File: src/hdl/scpa_pkg.sv
// scpa_pkg: shared constants, types and helper functions of the size-class pool allocator.
// No dependencies; imported by scpa_ctrl, scpa_dp and the top level.
package scpa_pkg;

    localparam int NUM_CLASSES = 4;
    localparam int MAX_CELLS   = 256;
    localparam int STEP_BYTES  = 4;
    localparam int MAX_STEPS   = 16;
    localparam int WORDS       = (MAX_CELLS + 31) / 32;
    localparam int MEM_DEPTH   = NUM_CLASSES * WORDS;
    localparam int CLS_W       = 2;
    localparam int WRD_W       = 3;
    localparam int ADDR_W      = CLS_W + WRD_W;
    localparam int CFG_IDX_W   = 3;
    localparam int CFG_DATA_W  = 9;

    localparam logic CMD_ALLOC   = 1'b0;
    localparam logic CMD_RELEASE = 1'b1;

    typedef enum logic [3:0] {
        S_IDLE,
        S_PICK,
        S_AWR,
        S_PUSH,
        S_FIND,
        S_DIV,
        S_RRD,
        S_RWR
    } t_state;

    typedef struct packed {
        logic       latch;
        logic       pick;
        logic       awr;
        logic       push;
        logic       find;
        logic       div_go;
        logic [2:0] div_k;
        logic       rrd;
        logic       rwr;
    } t_dp_cmd;

    typedef struct packed {
        logic pick_hit;
        logic find_hit;
        logic out_free;
        logic cfg_settle;
    } t_dp_sts;

    function automatic logic [4:0] eff_steps(input logic [4:0] s);
        return (s > 5'(MAX_STEPS)) ? 5'(MAX_STEPS) : s;
    endfunction

    function automatic logic [8:0] eff_cells(input logic [8:0] n);
        return (n > 9'(MAX_CELLS)) ? 9'(MAX_CELLS) : n;
    endfunction

    // words holding at least one real cell
    function automatic logic [7:0] real_words(input logic [8:0] cells);
        logic [9:0] nw;
        logic [7:0] m;
        nw = (10'(cells) + 10'd31) >> 5;
        for (int i = 0; i < 8; i++) begin
            m[i] = (10'(i) < nw);
        end
        return m;
    endfunction

    // cells of word w that exist
    function automatic logic [31:0] real_cells(input logic [8:0] cells, input logic [2:0] w);
        logic [31:0] m;
        for (int i = 0; i < 32; i++) begin
            m[i] = ({2'b00, w, 5'b0} + 10'(i)) < {1'b0, cells};
        end
        return m;
    endfunction

    function automatic logic [2:0] lowest8(input logic [7:0] v);
        logic [2:0] r;
        r = 3'd7;
        for (int i = 7; i >= 0; i--) begin
            if (v[i]) r = 3'(i);
        end
        return r;
    endfunction

    function automatic logic [4:0] lowest32(input logic [31:0] v);
        logic [4:0] r;
        r = 5'd31;
        for (int i = 31; i >= 0; i--) begin
            if (v[i]) r = 5'(i);
        end
        return r;
    endfunction

endpackage

File: src/hdl/scpa_req_if.sv
// scpa_req_if: request channel (alloc/release beats), valid/ready handshake.
// No dependencies.
interface scpa_req_if;
    logic        valid;
    logic        ready;
    logic        cmd;
    logic [6:0]  request_bytes;
    logic [15:0] cell_offset;

    modport source (output valid, cmd, request_bytes, cell_offset, input ready);
    modport sink   (input valid, cmd, request_bytes, cell_offset, output ready);
endinterface

File: src/hdl/scpa_rsp_if.sv
// scpa_rsp_if: response channel (alloc result beats), valid/ready handshake.
// No dependencies.
interface scpa_rsp_if;
    logic        valid;
    logic        ready;
    logic        ok;
    logic [15:0] granted_offset;
    logic [1:0]  class_used;

    modport source (output valid, ok, granted_offset, class_used, input ready);
    modport sink   (input valid, ok, granted_offset, class_used, output ready);
endinterface

File: src/hdl/scpa_ram.sv
// scpa_ram: generic single-write, single-read RAM with registered read data.
// No dependencies.
module scpa_ram #(
    parameter int WIDTH = 32,
    parameter int DEPTH = 32
) (
    input  logic                     i_clk,
    input  logic                     i_we,
    input  logic [$clog2(DEPTH)-1:0] i_waddr,
    input  logic [WIDTH-1:0]         i_wdata,
    input  logic [$clog2(DEPTH)-1:0] i_raddr,
    output logic [WIDTH-1:0]         o_rdata
);
    logic [WIDTH-1:0] r_mem [DEPTH];
    logic [WIDTH-1:0] r_rdata;

    always_ff @(posedge i_clk) begin
        if (i_we) r_mem[i_waddr] <= i_wdata;
        r_rdata <= r_mem[i_raddr];
    end

    assign o_rdata = r_rdata;
endmodule

File: src/hdl/scpa_ctrl.sv
// scpa_ctrl: sequencer of the allocator; drives datapath commands from its status.
// Depends on scpa_pkg.
module scpa_ctrl (
    input  logic              i_clk,
    input  logic              i_rst_n,
    input  logic              i_in_valid,
    input  logic              i_in_cmd,
    output logic              o_in_ready,
    input  scpa_pkg::t_dp_sts i_sts,
    output scpa_pkg::t_dp_cmd o_cmd
);
    import scpa_pkg::*;

    t_state     r_state, n_state;
    logic [2:0] r_k, n_k;

    always_ff @(posedge i_clk) begin
        if (!i_rst_n) begin
            r_state <= S_IDLE;
            r_k     <= '0;
        end else begin
            r_state <= n_state;
            r_k     <= n_k;
        end
    end

    always_comb begin
        n_state    = r_state;
        n_k        = r_k;
        o_cmd      = '0;
        o_in_ready = 1'b0;
        unique case (r_state)
            S_IDLE: begin
                // class bases are refreshing right after a config write
                o_in_ready = !i_sts.cfg_settle;
                if (i_in_valid && !i_sts.cfg_settle) begin
                    o_cmd.latch = 1'b1;
                    n_state = (i_in_cmd == CMD_RELEASE) ? S_FIND : S_PICK;
                end
            end
            S_PICK: begin
                o_cmd.pick = 1'b1;
                n_state = i_sts.pick_hit ? S_AWR : S_PUSH;
            end
            S_AWR: begin
                o_cmd.awr = 1'b1;
                n_state = S_PUSH;
            end
            S_PUSH: begin
                o_cmd.push = 1'b1;
                if (i_sts.out_free) n_state = S_IDLE;
            end
            S_FIND: begin
                o_cmd.find = 1'b1;
                n_k = 3'd7;
                n_state = i_sts.find_hit ? S_DIV : S_IDLE;
            end
            S_DIV: begin
                o_cmd.div_go = 1'b1;
                o_cmd.div_k  = r_k;
                n_k = r_k - 3'd1;
                if (r_k == 3'd0) n_state = S_RRD;
            end
            S_RRD: begin
                o_cmd.rrd = 1'b1;
                n_state = S_RWR;
            end
            S_RWR: begin
                o_cmd.rwr = 1'b1;
                n_state = S_IDLE;
            end
            default: n_state = S_IDLE;
        endcase
    end

    a_div_exit: assert property (@(posedge i_clk) disable iff (!i_rst_n)
        (r_state == S_DIV && r_k == 3'd0) |=> r_state == S_RRD)
        else $error("divider did not hand over to read");
    a_push_done: assert property (@(posedge i_clk) disable iff (!i_rst_n)
        (r_state == S_PUSH && i_sts.out_free) |=> r_state == S_IDLE)
        else $error("result pushed but sequencer not idle");
    a_ready_idle: assert property (@(posedge i_clk) disable iff (!i_rst_n)
        (o_in_ready && i_in_valid) |=> (r_state == S_PICK || r_state == S_FIND))
        else $error("accepted beat did not start work");
endmodule

File: src/hdl/scpa_dp.sv
// scpa_dp: allocator datapath: config registers, mark bitmaps, offset math, divider, result reg.
// Depends on scpa_pkg and scpa_ram.
module scpa_dp (
    input  logic                                i_clk,
    input  logic                                i_rst_n,
    input  logic                                i_cfg_we,
    input  logic [scpa_pkg::CFG_IDX_W-1:0]      i_cfg_idx,
    input  logic [scpa_pkg::CFG_DATA_W-1:0]     i_cfg_data,
    input  logic [6:0]                          i_request_bytes,
    input  logic [15:0]                         i_cell_offset,
    input  logic                                i_out_ready,
    output logic                                o_out_valid,
    output logic                                o_ok,
    output logic [15:0]                         o_granted_offset,
    output logic [1:0]                          o_class_used,
    input  scpa_pkg::t_dp_cmd                   i_cmd,
    output scpa_pkg::t_dp_sts                   o_sts
);
    import scpa_pkg::*;

    logic [4:0]  r_size  [NUM_CLASSES];
    logic [8:0]  r_count [NUM_CLASSES];
    logic [14:0] r_span  [NUM_CLASSES];
    logic [15:0] r_base  [NUM_CLASSES];
    logic [7:0]  r_full  [NUM_CLASSES];
    logic [MEM_DEPTH-1:0] r_vld;
    logic        r_rvld;
    logic        r_cfg_settle;
    logic [6:0]  r_req;
    logic [15:0] r_off;
    logic [CLS_W-1:0] r_cls;
    logic [WRD_W-1:0] r_w;
    logic [12:0] r_rem;
    logic [4:0]  r_dvs;
    logic [7:0]  r_quo;
    logic        r_res_ok;
    logic [15:0] r_res_off;
    logic [1:0]  r_res_cls;
    logic        r_out_vld;
    logic        r_out_ok;
    logic [15:0] r_out_off;
    logic [1:0]  r_out_cls;

    logic [6:0]  bytes_c [NUM_CLASSES];
    logic [8:0]  cells_c [NUM_CLASSES];
    logic [15:0] base_c  [NUM_CLASSES];
    logic        pick_hit;
    logic [CLS_W-1:0] pick_cls;
    logic [WRD_W-1:0] pick_w;
    logic        find_hit;
    logic [CLS_W-1:0] find_cls;
    logic [15:0] find_rel;
    logic [ADDR_W-1:0] mem_raddr, mem_waddr;
    logic        mem_we;
    logic [31:0] mem_wdata, mem_rdata, word;
    logic [31:0] real_m, free_m, set_word;
    logic [4:0]  bit_b;
    logic [14:0] prod;
    logic [12:0] trial;
    logic        out_free;

    always_comb begin
        for (int c = 0; c < NUM_CLASSES; c++) begin
            bytes_c[c] = {eff_steps(r_size[c]), 2'b00};
            cells_c[c] = eff_cells(r_count[c]);
        end
    end

    // running sum of spans: base of each class
    always_comb begin
        base_c[0] = '0;
        for (int c = 1; c < NUM_CLASSES; c++) begin
            base_c[c] = base_c[c-1] + 16'(r_span[c-1]);
        end
    end

    // first class in order whose cell fits and that has a non-full word; zero or > last class size misses
    always_comb begin
        logic [7:0] avail;
        pick_hit = 1'b0;
        pick_cls = '0;
        pick_w   = '0;
        for (int c = NUM_CLASSES - 1; c >= 0; c--) begin
            avail = ~r_full[c] & real_words(cells_c[c]);
            if (bytes_c[c] >= r_req && avail != 8'd0) begin
                pick_hit = 1'b1;
                pick_cls = CLS_W'(c);
                pick_w   = lowest8(avail);
            end
        end
        if (r_req == 7'd0 || r_req > bytes_c[NUM_CLASSES-1]) pick_hit = 1'b0;
    end

    always_comb begin
        find_hit = 1'b0;
        find_cls = '0;
        find_rel = '0;
        for (int c = NUM_CLASSES - 1; c >= 0; c--) begin
            if (r_span[c] != 15'd0 && r_off >= r_base[c]
                && (r_off - r_base[c]) < {1'b0, r_span[c]}) begin
                find_hit = 1'b1;
                find_cls = CLS_W'(c);
                find_rel = r_off - r_base[c];
            end
        end
    end

    assign word     = r_rvld ? mem_rdata : 32'd0;
    assign real_m   = real_cells(cells_c[r_cls], r_w);
    assign free_m   = ~word & real_m;
    assign bit_b    = lowest32(free_m);
    assign set_word = word | (32'd1 << bit_b);
    assign prod     = 15'({r_w, bit_b} * bytes_c[r_cls]);
    assign trial    = 13'({8'd0, r_dvs} << i_cmd.div_k);
    assign out_free = !r_out_vld || i_out_ready;

    assign mem_raddr = i_cmd.rrd ? {r_cls, r_quo[7:5]} : {pick_cls, pick_w};
    assign mem_we    = i_cmd.awr || i_cmd.rwr;
    assign mem_waddr = i_cmd.awr ? {r_cls, r_w} : {r_cls, r_quo[7:5]};
    assign mem_wdata = i_cmd.awr ? set_word : (word & ~(32'd1 << r_quo[4:0]));

    scpa_ram #(.WIDTH(32), .DEPTH(MEM_DEPTH)) u_marks (
        .i_clk   (i_clk),
        .i_we    (mem_we),
        .i_waddr (mem_waddr),
        .i_wdata (mem_wdata),
        .i_raddr (mem_raddr),
        .o_rdata (mem_rdata)
    );

    // config registers and marks
    always_ff @(posedge i_clk) begin
        if (!i_rst_n) begin
            r_size[0] <= 5'd1;
            r_size[1] <= 5'd2;
            r_size[2] <= 5'd4;
            r_size[3] <= 5'd16;
            for (int c = 0; c < NUM_CLASSES; c++) begin
                r_count[c] <= 9'd64;
                r_full[c]  <= '0;
            end
            r_vld <= '0;
        end else if (i_cfg_we) begin
            if (i_cfg_idx < CFG_IDX_W'(NUM_CLASSES))
                r_size[i_cfg_idx[CLS_W-1:0]] <= i_cfg_data[4:0];
            else
                r_count[i_cfg_idx[CLS_W-1:0]] <= i_cfg_data;
            for (int c = 0; c < NUM_CLASSES; c++) r_full[c] <= '0;
            r_vld <= '0;
        end else if (i_cmd.awr) begin
            r_vld[{r_cls, r_w}] <= 1'b1;
            if ((set_word & real_m) == real_m) r_full[r_cls][r_w] <= 1'b1;
        end else if (i_cmd.rwr) begin
            r_vld[{r_cls, r_quo[7:5]}] <= 1'b1;
            r_full[r_cls][r_quo[7:5]]  <= 1'b0;
        end
    end

    always_ff @(posedge i_clk) begin
        if (!i_rst_n) r_cfg_settle <= 1'b0;
        else r_cfg_settle <= i_cfg_we;
    end

    // class spans registered from the config registers; bases registered from the spans, two stages behind
    always_ff @(posedge i_clk) begin
        for (int c = 0; c < NUM_CLASSES; c++) begin
            r_span[c] <= 15'(bytes_c[c] * cells_c[c]);
            r_base[c] <= base_c[c];
        end
    end

    always_ff @(posedge i_clk) begin
        r_rvld <= r_vld[mem_raddr];
        if (i_cmd.latch) begin
            r_req <= i_request_bytes;
            r_off <= i_cell_offset;
        end
        if (i_cmd.pick) begin
            r_cls     <= pick_cls;
            r_w       <= pick_w;
            r_res_ok  <= 1'b0;
            r_res_off <= '0;
            r_res_cls <= '0;
        end
        if (i_cmd.awr) begin
            r_res_ok  <= 1'b1;
            r_res_off <= r_base[r_cls] + 16'(prod);
            r_res_cls <= r_cls;
        end
        if (i_cmd.find) begin
            r_cls <= find_cls;
            r_rem <= find_rel[14:2];
            r_dvs <= eff_steps(r_size[find_cls]);
            r_quo <= '0;
        end
        // restoring division, one quotient bit per beat from the top
        if (i_cmd.div_go && r_rem >= trial) begin
            r_rem <= r_rem - trial;
            r_quo[i_cmd.div_k] <= 1'b1;
        end
        if (i_cmd.push && out_free) begin
            r_out_ok  <= r_res_ok;
            r_out_off <= r_res_off;
            r_out_cls <= r_res_cls;
        end
    end

    always_ff @(posedge i_clk) begin
        if (!i_rst_n) r_out_vld <= 1'b0;
        else if (i_cmd.push && out_free) r_out_vld <= 1'b1;
        else if (i_out_ready) r_out_vld <= 1'b0;
    end

    assign o_out_valid      = r_out_vld;
    assign o_ok             = r_out_ok;
    assign o_granted_offset = r_out_off;
    assign o_class_used     = r_out_cls;
    assign o_sts.pick_hit   = pick_hit;
    assign o_sts.find_hit   = find_hit;
    assign o_sts.out_free   = out_free;
    assign o_sts.cfg_settle = r_cfg_settle;

    a_cfg_clear: assert property (@(posedge i_clk) disable iff (!i_rst_n)
        i_cfg_we |=> (r_vld == '0 && r_full[0] == 8'd0 && r_full[NUM_CLASSES-1] == 8'd0))
        else $error("config write left marks set");
    a_free_cell: assert property (@(posedge i_clk) disable iff (!i_rst_n)
        i_cmd.awr |-> free_m != 32'd0)
        else $error("picked word has no free cell");
    a_div_nonzero: assert property (@(posedge i_clk) disable iff (!i_rst_n)
        (i_cmd.find && find_hit) |-> eff_steps(r_size[find_cls]) != 5'd0)
        else $error("release hit a class with zero cell size");
endmodule

File: src/hdl/size_class_pool_allocator_core.sv
// size_class_pool_allocator_core: top level, joins sequencer and datapath to the channels.
// Depends on scpa_pkg, scpa_req_if, scpa_rsp_if, scpa_ctrl, scpa_dp.
//
//  channel  | dir | beat
//  i_req    | in  | cmd, request_bytes, cell_offset
//  o_rsp    | out | ok, granted_offset, class_used (alloc only)
//  i_cfg_*  | in  | register write, index 0..7, no read-back
//
// Alloc: from accept through pick, mark write (on a hit only) and push to the result register;
// push waits while the result register is held. Release: match, 8-step divider, read, write.
// One request in flight; i_req.ready is high only when the sequencer is idle.
// i_req.ready stays low for the cycle after a config write while class bases refresh.
// Synchronous active-low reset clears all marks; so does every config write.
module size_class_pool_allocator_core (
    input  logic                            i_clk,
    input  logic                            i_rst_n,
    scpa_req_if.sink                        i_req,
    scpa_rsp_if.source                      o_rsp,
    input  logic                            i_cfg_we,
    input  logic [scpa_pkg::CFG_IDX_W-1:0]  i_cfg_idx,
    input  logic [scpa_pkg::CFG_DATA_W-1:0] i_cfg_data
);
    import scpa_pkg::*;

    t_dp_cmd cmd;
    t_dp_sts sts;

    scpa_ctrl u_ctrl (
        .i_clk      (i_clk),
        .i_rst_n    (i_rst_n),
        .i_in_valid (i_req.valid),
        .i_in_cmd   (i_req.cmd),
        .o_in_ready (i_req.ready),
        .i_sts      (sts),
        .o_cmd      (cmd)
    );

    scpa_dp u_dp (
        .i_clk            (i_clk),
        .i_rst_n          (i_rst_n),
        .i_cfg_we         (i_cfg_we),
        .i_cfg_idx        (i_cfg_idx),
        .i_cfg_data       (i_cfg_data),
        .i_request_bytes  (i_req.request_bytes),
        .i_cell_offset    (i_req.cell_offset),
        .i_out_ready      (o_rsp.ready),
        .o_out_valid      (o_rsp.valid),
        .o_ok             (o_rsp.ok),
        .o_granted_offset (o_rsp.granted_offset),
        .o_class_used     (o_rsp.class_used),
        .i_cmd            (cmd),
        .o_sts            (sts)
    );
endmodule
File: src/flat_wrapper.sv
// flat-port wrapper written by rule: the top's interface ports become plain ports
module size_class_pool_allocator_core_flat import scpa_pkg::*;
  (i_clk, i_rst_n, i_cfg_we, i_cfg_idx, i_cfg_data, i_req_valid, i_req_cmd, i_req_request_bytes, i_req_cell_offset, i_req_ready, o_rsp_valid, o_rsp_ok, o_rsp_granted_offset, o_rsp_class_used, o_rsp_ready);
  scpa_req_if i_req_i ();
  scpa_rsp_if o_rsp_i ();
  input  logic i_clk;
  input  logic i_rst_n;
  input  logic i_cfg_we;
  input  logic [scpa_pkg::CFG_IDX_W-1:0] i_cfg_idx;
  input  logic [scpa_pkg::CFG_DATA_W-1:0] i_cfg_data;
  input wire logic [$bits(i_req_i.valid)-1:0] i_req_valid;
  input wire logic [$bits(i_req_i.cmd)-1:0] i_req_cmd;
  input wire logic [$bits(i_req_i.request_bytes)-1:0] i_req_request_bytes;
  input wire logic [$bits(i_req_i.cell_offset)-1:0] i_req_cell_offset;
  output wire logic [$bits(i_req_i.ready)-1:0] i_req_ready;
  output wire logic [$bits(o_rsp_i.valid)-1:0] o_rsp_valid;
  output wire logic [$bits(o_rsp_i.ok)-1:0] o_rsp_ok;
  output wire logic [$bits(o_rsp_i.granted_offset)-1:0] o_rsp_granted_offset;
  output wire logic [$bits(o_rsp_i.class_used)-1:0] o_rsp_class_used;
  input wire logic [$bits(o_rsp_i.ready)-1:0] o_rsp_ready;
  assign i_req_i.valid = i_req_valid;
  assign i_req_i.cmd = i_req_cmd;
  assign i_req_i.request_bytes = i_req_request_bytes;
  assign i_req_i.cell_offset = i_req_cell_offset;
  assign i_req_ready = i_req_i.ready;
  assign o_rsp_valid = o_rsp_i.valid;
  assign o_rsp_ok = o_rsp_i.ok;
  assign o_rsp_granted_offset = o_rsp_i.granted_offset;
  assign o_rsp_class_used = o_rsp_i.class_used;
  assign o_rsp_i.ready = o_rsp_ready;
  size_class_pool_allocator_core u_core (.i_clk(i_clk), .i_rst_n(i_rst_n), .i_req(i_req_i), .o_rsp(o_rsp_i), .i_cfg_we(i_cfg_we), .i_cfg_idx(i_cfg_idx), .i_cfg_data(i_cfg_data));
endmodule
File: config.mk
export PLATFORM = sky130hd
export DESIGN_NAME = size_class_pool_allocator_core_flat
export DESIGN_NICKNAME = d
export VERILOG_FILES = /design/src/hdl/scpa_pkg.sv /design/src/hdl/scpa_req_if.sv /design/src/hdl/scpa_rsp_if.sv /design/src/hdl/scpa_ram.sv /design/src/hdl/scpa_ctrl.sv /design/src/hdl/scpa_dp.sv /design/src/hdl/size_class_pool_allocator_core.sv /design/src/flat_wrapper.sv
export SDC_FILE = /design/constraint.sdc
export NUM_CORES = 2
export LEC_CHECK = 0
export BUFFER_PORTS_ARGS = -buffer_cell sky130_fd_sc_hd__buf_2
export CAP_MARGIN = 15
export CORE_MARGIN = 3
export CORE_UTILIZATION = 59
export DETAILED_ROUTE_END_ITERATION = 7
export PLACE_DENSITY = 0.75
export SKIP_LAST_GASP = 1
export SLEW_MARGIN = 25
export SYNTH_ARGS = -nofsm -noshare
export SYNTH_HDL_FRONTEND = slang
export SYNTH_HIERARCHICAL = 1
export SYNTH_SLANG_ARGS = --single-unit
File: constraint.sdc
create_clock -name i_clk -period 17.2 [get_ports i_clk]
set_input_delay 1.72 -clock i_clk [delete_from_list [all_inputs] [get_ports i_clk]]
set_output_delay 1.72 -clock i_clk [all_outputs]
set_load 0.005 [all_outputs]
==> impl_metrics.py <==
metrics = {
    "drt": {
        "ant_nets": 0,
        "drt-vias-per-instance": 6.466,
        "total_via_count_in_the_routed_design": 46509,
        "wl_met1_mm": 76.68,
        "routed_wirelength_mm": 205.0,
        "topRoutingLayerUsed": "met5",
        "drc_errors": 0,
        "post_drt_wl_per_cell_um": 28.50,
        "wl_met2_mm": 96.83,
        "dr_wl_met3_mm": 16.67,
        "drt_iter0_drc": 5030,
        "drt_first_pass_iters": 8,
    },
    "critical_path": {
        "r2r.worst_path.cells": 29,
        "crit_path_end_kind": "flop",
        "crit_type": "reg -> reg",
        "cpMaxStageDelayCell": "sky130_fd_sc_hd__edfxtp_1",
        "timing.critical_path.slowest_cell_delay_ns": 0.78,
        "critPathArrivalTime_ns": 10.52,
        "crit_required_ns": 17.74,
        "start_kind": "flop",
        "rr_startpoint": "u_core/u_dp/r_count[0][8]",
        "cpMostUsedCell": "sky130_fd_sc_hd__a21oi_1",
        "worstReg2RegEnd": "u_core/u_dp/r_res_off[15]",
        "crit_fanout": 32,
        "r2r_slack_ns": 7.22,
    },
    "floorplanning": {
        "fp.dieArea_mm2": 0.1204,
        "fp.coreArea_mm2": 0.1148,
        "die_width_um": 347,
        "boundaryPins": 62,
        "row_count": 124,
        "initial_utilization_pct": 59.76,
        "die_height_um": 347,
    },
    "cts": {
        "skew_pair_late_insertion_delay_ns": 0.81,
        "cts_root_buf": "sky130_fd_sc_hd__clkbuf_16",
        "clkTransAtPathRegs_ns": 0.06,
        "clk_path_buf_depth": 3,
        "cts_tree": "built",
        "clkSinkCount": 1368,
        "resize_count_post_cts": 0,
        "postCtsSetupBuffers": 0,
        "postCtsHoldBufs": 0,
        "numCtsBuffers": 141,
        "cts-htree-levels": 4,
    },
    "sta": {
        "drv_slew": 0,
        "hold-worst-slack_ns": 0.3902,
        "fin_skew_ns": 0.06340,
        "timing.setup.tns_ns": 0,
        "fmaxAchievable_mhz": 100.2,
        "max_slew.worst_pin.slew_ns": 1.169,
        "relSlewSlack_pct": 21.23,
        "final_number_of_hold_violating_endpoints": 0,
        "timing.final.crit_share_pct": 58.00,
        "rsz0062_at_grt": "false",
        "period_minus_slack_ns": 9.976,
        "finalSetupViolCount": 0,
    },
    "layout": {
        "fin_nets": 6001,
        "leading_cell_type_in_the_layout_fill_and_taps_excluded": "sky130_fd_sc_hd__edfxtp_1",
        "signed_area_change_from_the_synthesized_netlist_to_the_final_layout_pct": 10.26,
        "post_layout_nonfiller_instances": 7193,
        "drive_gt1_share_pct": 9.173,
        "finalInstanceArea_mm2": 0.07565,
        "layout.cells.most_common_list": "sky130_fd_sc_hd__edfxtp_1 (1191), sky130_fd_sc_hd__mux2i_1 (535), sky130_fd_sc_hd__nand2_1 (399)",
    },
    "power_and_ir_drop": {
        "power.clock.fraction_pct": 27.9,
        "power.density_mw_per_mm2": 147.4,
        "leakage_nw": 28.68,
        "max-vdd-ir-drop_uv": 126.3,
        "pwr-share-seq_pct": 36.2,
        "power.switching_mw": 4.113,
        "report.power.total_mw": 11.15,
        "power_switching_share_pct": 36.89,
        "power.share.combinational_pct": 35.9,
        "cellInternalPower_mw": 7.037,
    },
    "synthesis": {
        "ys_types": 102,
        "syn_inst": 5516,
        "seq_area_frac_synth_pct": 57.30,
        "async_reset_ff_share_pct": 0,
        "yosys_warnings": 6,
        "synth_enable_flop_cells": 1191,
        "area_of_the_mapped_netlist_mm2": 0.06861,
        "synthesis.area_per_instance_um2": 12.44,
        "synth-main-ff-cell": "sky130_fd_sc_hd__edfxtp_1",
        "synth-seq-cells": 1368,
    },
    "grt": {
        "gr-total-overflow": 0,
        "vias_in_the_first_global_route": 46039,
        "grt_max_degree": 111,
        "gr-usage-all-layers_pct": 33.96,
        "grt_first_pass_wirelength_mm": 300.1,
        "antenna_found_initial": 2,
    },
    "placement": {
        "place.gp.congestion": 1.012,
        "placed_cells": 6932,
        "placement.cell_area_mm2": 0.07080,
        "place.detailed.hpwl_mm": 131.2,
        "io_buffer_count": 59,
    },
    "run": {
        "cap_viol_max_count": 0,
    },
    "hold_path": {
        "min_to": "u_core/u_dp/r_base[1][2]",
        "worst_hold_path.num_cells": 0,
        "holdCritStartpoint": "u_core/u_dp/r_span[0][0]",
        "hp-class": "reg -> reg",
    },
    "run_status": {
        "status": "complete, no violations",
    },
}
-- critical path, delay by kind of cell (launching register included) --
kind                       cells  cell delay (ns)
AOI/OAI and AO/OA             12             2.82
xor gates and xnor gates       1             0.07
adders and majority gates      6             2.82
buffers and inverters          1             0.04
DFF                            1             0.78
muxes                          1             0.53
and+or+nand+nor                8             2.69
-- sequential cells by signal, indices dropped and copies added (netlist names), 14 cells and up, named ones only --
register	count
u_core/u_dp/o_granted_offset	14
u_core/u_dp/r_base	41
u_core/u_dp/r_count	36
u_core/u_dp/r_full	32
u_core/u_dp/r_off	16
u_core/u_dp/r_res_off	14
u_core/u_dp/r_size	20
u_core/u_dp/r_span	52
u_core/u_dp/r_vld	32
u_core/u_dp/u_marks/o_rdata	32
u_core/u_dp/u_marks/r_mem	1024
-- power groups by stage --
| stage | sequential (mW) | clock, mW | combinational (mW) |
|---|---|---|---|
| global route | 4.04 | 3.29 | 4.33 |
| CTS | 4.03 | 3.15 | 3.94 |
| finish | 4.03 | 3.11 | 4.01 |
| detailed placement | 4.10 | 0 | 3.91 |
| global placement | 4.09 | 0 | 3.86 |
| floorplan | 3.98 | 0 | 2.80 |
-- through the flow --
| step | setup slack (ns) | utilization [%] |
|---|---|---|
| 2_1_floorplan | 8.448 | - |
| 3_3_place_gp | 7.432 | 61.58 |
| 3_5_place_dp | 7.451 | 61.67 |
| 4_1_cts | 7.406 | 65.81 |
| 5_1_grt | 6.683 | 65.88 |
| 6_report | 7.224 | 65.89 |
-- synth_stat cells, types with 11 or more instances --
cell / count / area, um^2
sky130_fd_sc_hd__buf_4: 42 / 315.3
sky130_fd_sc_hd__and3_1: 18 / 112.6
sky130_fd_sc_hd__buf_2: 35 / 175.2
sky130_fd_sc_hd__clkbuf_1: 137 / 514.2
sky130_fd_sc_hd__nor4_1: 31 / 193.9
sky130_fd_sc_hd__a22o_1: 74 / 648.1
sky130_fd_sc_hd__nand4_1: 22 / 137.6
sky130_fd_sc_hd__and2_1: 89 / 556.8
sky130_fd_sc_hd__a21o_1: 48 / 360.4
sky130_fd_sc_hd__a22oi_1: 109 / 818.3
sky130_fd_sc_hd__nor2b_1: 73 / 456.7
sky130_fd_sc_hd__nand3_1: 148 / 740.7
sky130_fd_sc_hd__o21a_1: 36 / 270.3
sky130_fd_sc_hd__or3_1: 14 / 87.58
sky130_fd_sc_hd__o211ai_1: 16 / 120.1
sky130_fd_sc_hd__nor3_1: 96 / 480.5
sky130_fd_sc_hd__o21bai_1: 47 / 352.8
sky130_fd_sc_hd__buf_6: 23 / 259.0
sky130_fd_sc_hd__a21oi_1: 311 / 1556
sky130_fd_sc_hd__o31ai_1: 23 / 172.7
sky130_fd_sc_hd__a2111oi_0: 11 / 96.34
sky130_fd_sc_hd__nand2_1: 400 / 1501
sky130_fd_sc_hd__edfxtp_1: 1191 / 35760
sky130_fd_sc_hd__fa_1: 114 / 2282
sky130_fd_sc_hd__xor2_1: 17 / 148.9
sky130_fd_sc_hd__a31oi_1: 71 / 444.2
sky130_fd_sc_hd__nand2b_1: 57 / 356.6
sky130_fd_sc_hd__mux4_2: 19 / 427.9
sky130_fd_sc_hd__o22ai_1: 39 / 244.0
sky130_fd_sc_hd__a211oi_1: 24 / 180.2
sky130_fd_sc_hd__inv_1: 368 / 1381
sky130_fd_sc_hd__o21ai_1: 12 / 60.06
sky130_fd_sc_hd__mux2i_1: 535 / 5355
sky130_fd_sc_hd__buf_1: 13 / 48.80
sky130_fd_sc_hd__a21boi_0: 15 / 112.6
sky130_fd_sc_hd__nor2_1: 322 / 1209
sky130_fd_sc_hd__or2_2: 17 / 106.4
sky130_fd_sc_hd__xnor2_1: 101 / 884.6
sky130_fd_sc_hd__ha_1: 283 / 3541
sky130_fd_sc_hd__dfxtp_1: 177 / 3543
sky130_fd_sc_hd__o21ai_0: 138 / 690.7
-- layout make-up --
class	count	area, um^2
inverters	375	1415
flip-flops and latches	1368	39310
repair buffers	155	1054
fillers	8419	39170
clock buffers	184	3844
clock inverters	76	910.9
multi-input cells	3522	27220
diodes	1	2.502
well taps	1512	1892
-- kinds of logic (layout without fill, tap and decap cells) --
group	Yosys count	in the layout	synth area share [%]
adders and majority gates	407	407	8.634
xor gates and xnor gates	118	118	1.506
buffers and inverters	627	790	3.987
and+or+nand+nor	1338	1338	9.372
muxes	563	563	8.577
other	1	3	0.005466
DFF	1368	1368	57.30
AOI/OAI and AO/OA	1094	1094	10.62
-- routing by layer --
metal | global-route usage [%] | vias up
li1 | - | 20512
met1 | 42.98 | 23107
met2 | 54.93 | 2302
met3 | 5.434 | 586
met4 | 21.68 | 2
met5 | 0 | -
-- worst max path at each step --
stage / end / start / slack (ns) / depth (start not counted)
2_1_floorplan: u_core/u_dp/r_res_off[15] / u_core/u_dp/r_cls[0] / 8.45 / 34
3_3_place_gp: u_core/u_dp/r_res_off[15] / u_core/u_dp/r_count[0][8] / 7.43 / 28
3_5_place_dp: u_core/u_dp/r_res_off[15] / u_core/u_dp/r_count[0][8] / 7.45 / 29
4_1_cts: u_core/u_dp/r_res_off[15] / u_core/u_dp/r_count[0][8] / 7.41 / 29
5_1_grt: u_core/u_dp/r_res_off[15] / u_core/u_dp/r_count[0][8] / 6.68 / 29
6_report: u_core/u_dp/r_res_off[15] / u_core/u_dp/r_count[0][8] / 7.22 / 29
(Power assumes the default switching activity.)
